$ cat src/sv/mlp_pkg.sv
// package for the one-hidden-layer perceptron engine
// holds the tanh table, request codes and shared types; no dependencies
package mlp_pkg;

	localparam int Q_FRAC = 16;

	// request type carried in tuser
	localparam logic REQ_LOAD  = 1'b0;
	localparam logic REQ_INFER = 1'b1;

	// tanh(k/8) in unsigned q0.16, k = 0..32
	localparam logic [15:0] TANH_TAB [0:32] = '{
		16'd0, 16'd8150, 16'd16051, 16'd23485, 16'd30285, 16'd36346, 16'd41625, 16'd46131,
		16'd49912, 16'd53038, 16'd55593, 16'd57668, 16'd59320, 16'd60643, 16'd61694,
		16'd62524, 16'd63179, 16'd63693, 16'd64096, 16'd64412, 16'd64659, 16'd64852,
		16'd65003, 16'd65120, 16'd65212, 16'd65283, 16'd65339, 16'd65383, 16'd65417,
		16'd65443, 16'd65464, 16'd65480, 16'd65492
	};

	// saturate a 64-bit signed value to 32 bits
	function automatic logic signed [31:0] sat32(input logic signed [63:0] v);
		logic signed [31:0] r;
		if (v > 64'sd2147483647) r = 32'sh7fffffff;
		else if (v < -64'sd2147483648) r = 32'sh80000000;
		else r = v[31:0];
		return r;
	endfunction

	// request to the divider
	typedef struct packed {
		logic               start;
		logic signed [63:0] num;
		logic signed [32:0] den;
	} div_req_t;

	typedef struct packed {
		logic               done;
		logic signed [63:0] quo;
	} div_rsp_t;

endpackage

$ cat src/sv/mlp_div.sv
// restoring divider, one quotient bit per cycle, truncates toward zero
// depends on mlp_pkg
module mlp_div (
	input  logic              clk,
	input  logic              arst_n,
	input  mlp_pkg::div_req_t req,
	output mlp_pkg::div_rsp_t rsp
);
	logic [63:0] rem_q, quo_q;
	logic [63:0] num_abs;
	logic [31:0] den_abs, den_q;
	logic        neg_q, busy_q, done_q;
	logic [5:0]  cnt_q;
	logic [64:0] trial;
	logic [63:0] rem_sh;

	assign num_abs = req.num[63] ? 64'(-req.num) : req.num;
	assign den_abs = 32'(req.den[32] ? -req.den : req.den);
	assign rem_sh  = {rem_q[62:0], quo_q[63]};
	assign trial   = {1'b0, rem_sh} - {33'd0, den_q};

	always_ff @(posedge clk or negedge arst_n) begin
		if (!arst_n) begin
			busy_q <= 1'b0;
			done_q <= 1'b0;
			cnt_q  <= '0;
		end else begin
			done_q <= 1'b0;
			if (req.start) begin
				busy_q <= 1'b1;
				cnt_q  <= '0;
			end else if (busy_q) begin
				cnt_q <= cnt_q + 6'd1;
				if (cnt_q == 6'd63) begin
					busy_q <= 1'b0;
					done_q <= 1'b1;
				end
			end
		end
	end

	always_ff @(posedge clk) begin
		if (req.start) begin
			rem_q <= '0;
			quo_q <= num_abs;
			den_q <= den_abs;
			neg_q <= req.num[63] ^ req.den[32];
		end else if (busy_q) begin
			if (!trial[64]) begin
				rem_q <= trial[63:0];
				quo_q <= {quo_q[62:0], 1'b1};
			end else begin
				rem_q <= rem_sh;
				quo_q <= {quo_q[62:0], 1'b0};
			end
		end
	end

	assign rsp.done = done_q;
	assign rsp.quo  = neg_q ? 64'(-quo_q) : quo_q;
endmodule

$ cat config.mk
export PLATFORM = sky130hd
export DESIGN_NAME = mlp_div
export DESIGN_NICKNAME = d
export VERILOG_FILES = /design/src/sv/mlp_pkg.sv /design/src/sv/mlp_div.sv
export SDC_FILE = /design/constraint.sdc
export NUM_CORES = 1
export LEC_CHECK = 0
export BUFFER_PORTS_ARGS = -buffer_cell sky130_fd_sc_hd__buf_2
export CORE_MARGIN = 2
export CORE_UTILIZATION = 55
export DETAILED_ROUTE_END_ITERATION = 8
export GPL_TIMING_DRIVEN = 0
export PLACE_DENSITY = 0.77
export SYNTH_ARGS = -nofsm -noshare
export SYNTH_HDL_FRONTEND = slang
export SYNTH_SLANG_ARGS = --single-unit
$ cat constraint.sdc
create_clock -name clk -period 3.8 [get_ports clk]
set_input_delay 0.19 -clock clk [delete_from_list [all_inputs] [get_ports clk]]
set_output_delay 0.19 -clock clk [all_outputs]
set_load 0.05 [all_outputs]
After elaboration in Yosys (flattened, before gate mapping)
Index checks and enable logic that the tools add are counted.

word-level totals
  register bits after elaboration = 168
  input port bits = 100
  word-level logic and storage cells = 30

operators by class
  add/subtract/negate cells = 5
  equality and inequality tests = 1
  multiplexer cells = 15
  bitwise logic cells = 1
  reduce and logical (&&, ||, !) cells = 1

operators with widths
  cell                 count
  $mux 64              4
  $neg 64->64          2
  $sub 64x32->65       1
  $mux 63              1
  $mux 32              1
  $neg 32->32          1
  $mux 6               2
  $mux 1               7
  $add 6x1->6 const B  1
  $eq 6x6->1 const B   1
  $reduce_bool 2->1    1
  $xor 1x1->1          1

Logic depth before layout (Yosys ltp)
Gate-level depths: netlist of the first run.

  depth in word-level cells = 4
  depth in mapped cells = 14
  gate-level depth less buffers = 11

Worst setup path before layout of the first run
No wires, ideal clock.

  path kind = flip-flop to output port
  from = register quo_q[14]
  to = output rsp[56] (netlist bit)
  arrival = 3.397 ns
  required time = 3.610 ns
  setup slack = 0.213 ns
  stages on the path, launching flop included = 9
  path through = edfxtp_1 or4_1 or4_1 nor4_4 nand3_1 or3_1 or3_1 o41ai_1 xnor2_1

RTL lines
  what                    line           source
  from (decl)             mlp_div.sv:9   logic [63:0] rem_q, quo_q;
  from (signal assigned)  mlp_div.sv:45  quo_q <= num_abs;
  from (signal assigned)  mlp_div.sv:51  quo_q <= {quo_q[62:0], 1'b1};
  from (signal assigned)  mlp_div.sv:54  quo_q <= {quo_q[62:0], 1'b0};
  to (decl)               mlp_div.sv:7   output mlp_pkg::div_rsp_t rsp

==> results of run 1 <==
## report_power, final
group	leakage [nW]	switching, mW	internal, mW
clock	0.290	0.798	1.04
combinational	3.93	3.17	1.85
sequential	1.60	0.456	2.36
## kinds of logic (layout without fill, tap and decap cells)
group / after synthesis / after routing / share of synthesized area [%]
xor gates and xnor gates: 194 / 194 / 13.6
DFF: 168 / 168 / 35.1
buffers and inverters: 129 / 358 / 4.01
and+or+nand+nor: 524 / 524 / 21.2
AOI/OAI and AO/OA: 422 / 422 / 21.7
muxes: 7 / 7 / 0.561
adders and majority gates: 37 / 37 / 3.77
## final timing paths
path / slack [ns] / from / to
min in group asynchronous: 0.18 / arst_n / busy_q$_DFF_PN0_
max in group asynchronous: 3.44 / arst_n / cnt_q[1]$_DFFE_PN0P_
min reg2reg: 0.49 / rem_q[8]$_SDFFE_PP0P_ / rem_q[8]$_SDFFE_PP0P_
min: 0.05 / req[31] / den_q[31]$_DFFE_PP_
max: -0.27 / quo_q[15]$_DFFE_PP_ / rsp[56]
max reg2reg: 0.07 / quo_q[63]$_DFFE_PP_ / rem_q[59]$_SDFFE_PP0P_
## metal layers
layer,wire length (µm),vias to the layer above
met4,1230,0
met3,3320,117
li1,-,5925
met5,0,-
met2,18800,670
met1,16400,5931
## metrics by stage
stage          worst slack (ns)  setup TNS (ns)  hold slack (ns)  std cells  instance area [µm²]
4_1_cts                  -0.221           -1.42           0.0389       1981                14700
5_1_grt                  -0.357           -4.56           0.0479       1995                15000
3_5_place_dp             -0.203           -3.14           0.0446       1930                13700
3_3_place_gp             -0.256          -17.52           0.0421       1929                13700
2_1_floorplan             0.213               0           -0.106       1481                12500
6_report                 -0.265           -3.18           0.0460       1995                15000
## registers in the layout, indices dropped and copies added, names as in the netlist
signal,count
quo_q,64
den_q,32
cnt_q,6
rem_q,63
neg_q,1
done_q,1
busy_q,1
## cells in the mapped netlist, types with 34 or more instances
| master | count | share of area (%) |
|---|---|---|
| clkbuf_1 | 68 | 2.0 |
| nand2_1 | 118 | 3.5 |
| or4_1 | 46 | 2.8 |
| edfxtp_1 | 97 | 23 |
| nor2_1 | 155 | 4.7 |
| xnor2_1 | 110 | 7.7 |
| a21oi_1 | 123 | 4.9 |
| or3_1 | 34 | 1.7 |
| inv_1 | 52 | 1.6 |
| ha_1 | 36 | 3.6 |
| o31ai_1 | 54 | 3.2 |
| xor2_1 | 84 | 5.9 |
| o21ai_0 | 99 | 4.0 |
| dfxtp_1 | 63 | 10 |
## what timing repair did
action	in CTS	in global routing
pin swaps	9	20
endpoints found under the hold margin	9	0
buffers inserted	17	14
endpoints found under the setup margin	53	59
gates resized for setup	77	27
hold buffers	2	0
## layout make-up
cell class | instances | area, µm² | share of cell area (%)
inverter | 52 | 195 | 1.30
tap | 285 | 357 | 2.38
sequential | 168 | 4370 | 29.2
buffer | 77 | 314 | 2.10
timing repair buffer | 197 | 1160 | 7.79
clock buffer | 18 | 429 | 2.87
multi-input combinational | 1184 | 7950 | 53.1
clock inverter | 14 | 174 | 1.16
## cells in the final DEF, fill, tap and decap left out, types with 38 or more instances in the layout
cell type	instances
a21oi_1	122
buf_2	141
buf_4	58
clkbuf_1	68
dfxtp_1	63
edfxtp_1	97
inv_1	51
nand2_1	113
nor2_1	155
o21ai_0	90
o31ai_1	47
or4_1	38
xnor2_1	110
xor2_1	84
==> flow_summary.json, run 1 <==
{
  "cts_buffer_depth": 2,
  "boundaryPins": 165,
  "use_met2_pct": 53.1,
  "criticalPathCategory": "reg2out",
  "critPathArrivalTime_ns": 3.88,
  "die-area_um2": 23900,
  "cp_max_fo": 5,
  "synth.distinct_cells": 73,
  "violations": "setup timing",
  "worst_path_largest_cell_delay_ns": 0.55,
  "vdd_drop_max_mv": 0.332,
  "initial_core_util_pct": 55.6,
  "diodes": 0,
  "worstPathRequired_ns": 3.61,
  "cp_num_cells": 10,
  "port-buffer-count": 163,
  "hold_viol": 0,
  "cts_tree": "done",
  "crit_family": "simple AND/OR/NAND/NOR gates",
  "status": "complete, but fails checks",
  "drv_slew": 0,
  "period_minus_slack_ns": 4.07,
  "clk-insertion-delay-late_ns": 0.44,
  "worst_setup_path_end_kind": "primary output",
  "power_density_nw_per_um2": 647,
  "die_h_um": 155,
  "clock-sinks": 168,
  "cts-buffers-inserted": 17,
  "ys.flop_type": "edfxtp_1",
  "top_usage_layer": "met2",
  "wl_um": 39700,
  "num_vias": 12600,
  "finalNetCount": 1834,
  "syn_area_um2": 12500,
  "critPathLaunchType": "register",
  "holdPathStages": 2,
  "use_met3_pct": 5.69,
  "ys_warn_count": 0,
  "synthToLayoutAreaGrowth_pct": 19.9,
  "finalPower_mw": 9.68,
  "core_um2": 22400,
  "grt_remaining_overflow": 0,
  "first_iter_violations": 1246,
  "antenna_found_initial": 0,
  "place_congestion": 0.965,
  "grt_pass1_vias": 11900,
  "cts_max_level": 4,
  "die_x_um": 155,
  "grt_max_degree": 36,
  "r2r_cells": 12,
  "syn-num-nets": 1618,
  "use_met1_pct": 42.0,
  "fillCellCount": 1848,
  "synth_edf_count": 97,
  "post-route-period-util_pct": 107,
  "groute.usage.overall_pct": 32.1,
  "synth_seq_cells": 168,
  "grt_pass1_wl_um": 61100,
  "fin_ws_ns": -0.265,
  "worst_slew_pin_slew_ns": 1.07,
  "p_leak_nw": 5.82,
  "path_cells": "or4_4 -> or4_4 -> nor4_4 -> buf_6 -> nand3_4 -> or3_4 -> or3_4 -> o41ai_4 -> xnor2_1 -> buf_4",
  "finClkSkew_ns": 0.0133,
  "drt_drc_violations_left": 0,
  "setup_viol": 21,
  "drt.antenna.violating_nets": 0,
  "clockRootBuffer": "clkbuf_16",
  "slowest_stage": "or4_4",
  "final_util_pct": 66.7,
  "rows": 55,
  "clkSlewWorstSetupHoldPaths_ns": 0.07,
  "async_flop_share_pct": 4.76,
  "fmax_mhz": 246,
  "holdCritPathClass": "in2reg",
  "wl_per_cell_um": 19.9,
  "via_per_inst": 6.34,
  "cp.buffers_inverters": 2,
  "rsz0062_at_grt": "true",
  "seq_area_frac_synth_pct": 35.1,
  "drive_above_1_share_pct": 17.8,
  "timing.slew.headroom_pct": 28.9,
  "syn_inst": 1481,
  "first_pass_iters": 5,
  "drv_cap": 0,
  "hpwl_um": 28700,
  "syn_avg_cell_area_um2": 8.43
}
Note: power is estimated with default switching activity, not from simulation.
==> run 2: changes to the inputs <==
--- a/config.mk
+++ b/config.mk
@@ -10,7 +10,7 @@
 export CORE_UTILIZATION = 55
 export DETAILED_ROUTE_END_ITERATION = 8
 export GPL_TIMING_DRIVEN = 0
-export PLACE_DENSITY = 0.77
+export PLACE_DENSITY_LB_ADDON = 0.25
 export SYNTH_ARGS = -nofsm -noshare
 export SYNTH_HDL_FRONTEND = slang
 export SYNTH_SLANG_ARGS = --single-unit
==> constraint.sdc (replaced) <==
create_clock -name clk -period 4.1 [get_ports clk]
set_input_delay 0.205 -clock clk [delete_from_list [all_inputs] [get_ports clk]]
set_output_delay 0.205 -clock clk [all_outputs]
set_load 0.05 [all_outputs]
==> flow_summary.json, run 2 (same netlist as run 1, synthesis figures left out) <==
{
  "vdd_drop_max_mv": 0.311,
  "finalPower_mw": 8.87,
  "clock-sinks": 168,
  "r2r_end": "rem_q[43]$_SDFFE_PP0P_",
  "clkSlewWorstSetupHoldPaths_ns": 0.07,
  "holdCritPathClass": "in2reg",
  "post-route-period-util_pct": 99.4,
  "critPathArrivalTime_ns": 3.87,
  "path_cells": "or4_4 -> or4_4 -> nor4_4 -> buf_4 -> nand3_4 -> or3_4 -> or3_4 -> o31ai_2 -> xnor2_1 -> buf_4",
  "port-buffer-count": 163,
  "die_x_um": 155,
  "cts_tree": "done",
  "via_per_inst": 6.32,
  "finClkSkew_ns": 0.0132,
  "drive_above_1_share_pct": 16.0,
  "clock_power_share_pct": 19.1,
  "cp_max_fo": 6,
  "seqPwrFrac_pct": 29.3,
  "largest_reg_flops": 64,
  "rows": 55,
  "reg2reg_from": "quo_q[63]$_DFFE_PP_",
  "grt_remaining_overflow": 0,
  "drv_slew": 0,
  "worst_slew_pin_slew_ns": 0.868,
  "initial_core_util_pct": 55.6,
  "registers.top_by_ff_count": "quo_q",
  "layout_commonest_cell": "nor2_1",
  "slowest_stage": "or4_4",
  "grt_pass1_vias": 11900,
  "crit_start": "quo_q[13]$_DFFE_PP_",
  "rsz0062_at_grt": "true",
  "clk-insertion-delay-late_ns": 0.44,
  "worst-r2r-setup-slack_ns": 0.17,
  "boundaryPins": 165,
  "fillCellCount": 1910,
  "worst_path_largest_cell_delay_ns": 0.58,
  "fin_tns_setup_ns": 0,
  "first_pass_iters": 5,
  "grt_max_degree": 38,
  "place_congestion": 0.981,
  "core_um2": 22400,
  "p_switching_mw": 4.00,
  "hpwl_um": 28800,
  "status": "completed",
  "critPathLaunchType": "register",
  "drv_cap": 0,
  "cts_max_level": 4,
  "diodes": 0,
  "first_iter_violations": 1252,
  "r2r_cells": 12,
  "cts_buffer_depth": 2,
  "grt_pass1_wl_um": 61100,
  "power_frac_comb_pct": 51.6,
  "criticalPathCategory": "reg2out",
  "finalNetCount": 1822,
  "timing.slew.headroom_pct": 42.1,
  "layout_common_cells": "nor2_1 (155), buf_2 (150), a21oi_1 (122)",
  "crit_end": "rsp[55]",
  "antenna_found_initial": 0,
  "power_density_nw_per_um2": 605,
  "setup_viol": 0,
  "groute.usage.overall_pct": 31.9,
  "wl_per_cell_um": 19.5,
  "switching_share_pct": 45.2,
  "p_leak_nw": 5.69,
  "worstPathRequired_ns": 3.89,
  "fmax_mhz": 245,
  "period_minus_slack_ns": 4.08,
  "hold_viol": 0,
  "reg_top3": "quo_q: 64 flops, rem_q: 63 flops, den_q: 32 flops",
  "die_h_um": 155,
  "clockRootBuffer": "clkbuf_16",
  "cts-buffers-inserted": 17,
  "drt_drc_violations_left": 0,
  "die-area_um2": 23900,
  "wl_um": 38700,
  "worst_setup_path_end_kind": "primary output",
  "num_vias": 12500,
  "drt.antenna.violating_nets": 0,
  "internal_power_mw": 4.86,
  "synthToLayoutAreaGrowth_pct": 17.4
}
## run 2: area by class of cell
class	count	area [µm²]	area share, %
Timing Repair Buffer	185	1040	7.09
Multi-Input combinational cell	1184	7770	53.0
Tap cell	285	357	2.43
Inverter	52	195	1.33
Clock inverter	11	143	0.974
Clock buffer	21	460	3.14
Sequential cell	168	4370	29.9
Buffer	77	309	2.11
## run 2: worst min path at each step
stage,from,endpoint,slack (ns),cells after the start
after global placement,arst_n,done_q$_DFF_PN0_,0.06,1
after global routing,req[31],den_q[31]$_DFFE_PP_,0.06,2
after CTS,req[31],den_q[31]$_DFFE_PP_,0.05,2
after detailed placement,arst_n,done_q$_DFF_PN0_,0.06,1
final,req[31],den_q[31]$_DFFE_PP_,0.05,2
after floorplan,arst_n,busy_q$_DFF_PN0_,-0.09,0
## run 2: through the flow
step / hold WS, ns / std cells / area (µm²) / setup slack [ns] / utilization (%)
2_1_floorplan: -0.0906 / 1481 / 12500 / 0.498 / -
3_3_place_gp: 0.0576 / 1929 / 13700 / 0.0286 / 60.9
3_5_place_dp: 0.0602 / 1930 / 13700 / 0.0535 / 60.9
4_1_cts: 0.0525 / 1969 / 14500 / 0.00105 / 64.5
5_1_grt: 0.0605 / 1983 / 14600 / -0.0643 / 65.3
6_report: 0.0509 / 1983 / 14600 / 0.0232 / 65.3
## run 2: per-layer routing
layer / up-vias / GRT usage (%) / share of wire (%)
met4: 0 / 12.8 / 4.0
met1: 5866 / 42.5 / 41
li1: 5896 / - / -
met2: 658 / 52.4 / 46
met5: - / 0 / 0
met3: 121 / 4.48 / 8.7
## run 2: power groups by stage
stage | sequential, mW | clock (mW) | combinational [mW]
floorplan | 2.49 | 0 | 3.34
global placement | 2.59 | 0 | 4.30
detailed placement | 2.61 | 0 | 4.36
CTS | 2.58 | 1.69 | 4.43
global route | 2.64 | 1.76 | 4.96
finish | 2.60 | 1.69 | 4.57
## run 2: critical path: cells and delay by family, from the launching register on
kind / cells / cell delay (ns)
AND/OR/NAND/NOR: 6 / 2.23
buffers and inverters: 2 / 0.41
flip-flops: 1 / 0.41
AO/OA/AOI/OAI: 1 / 0.23
XOR/XNOR: 1 / 0.16
## run 2: timing repair
action | in CTS | in global routing
gates resized for setup | 33 | 23
hold endpoints to repair | 9 | 0
hold buffers | 2 | 0
endpoints found under the setup margin | 18 | 38
setup buffers | 5 | 14
pin swaps | 1 | 10
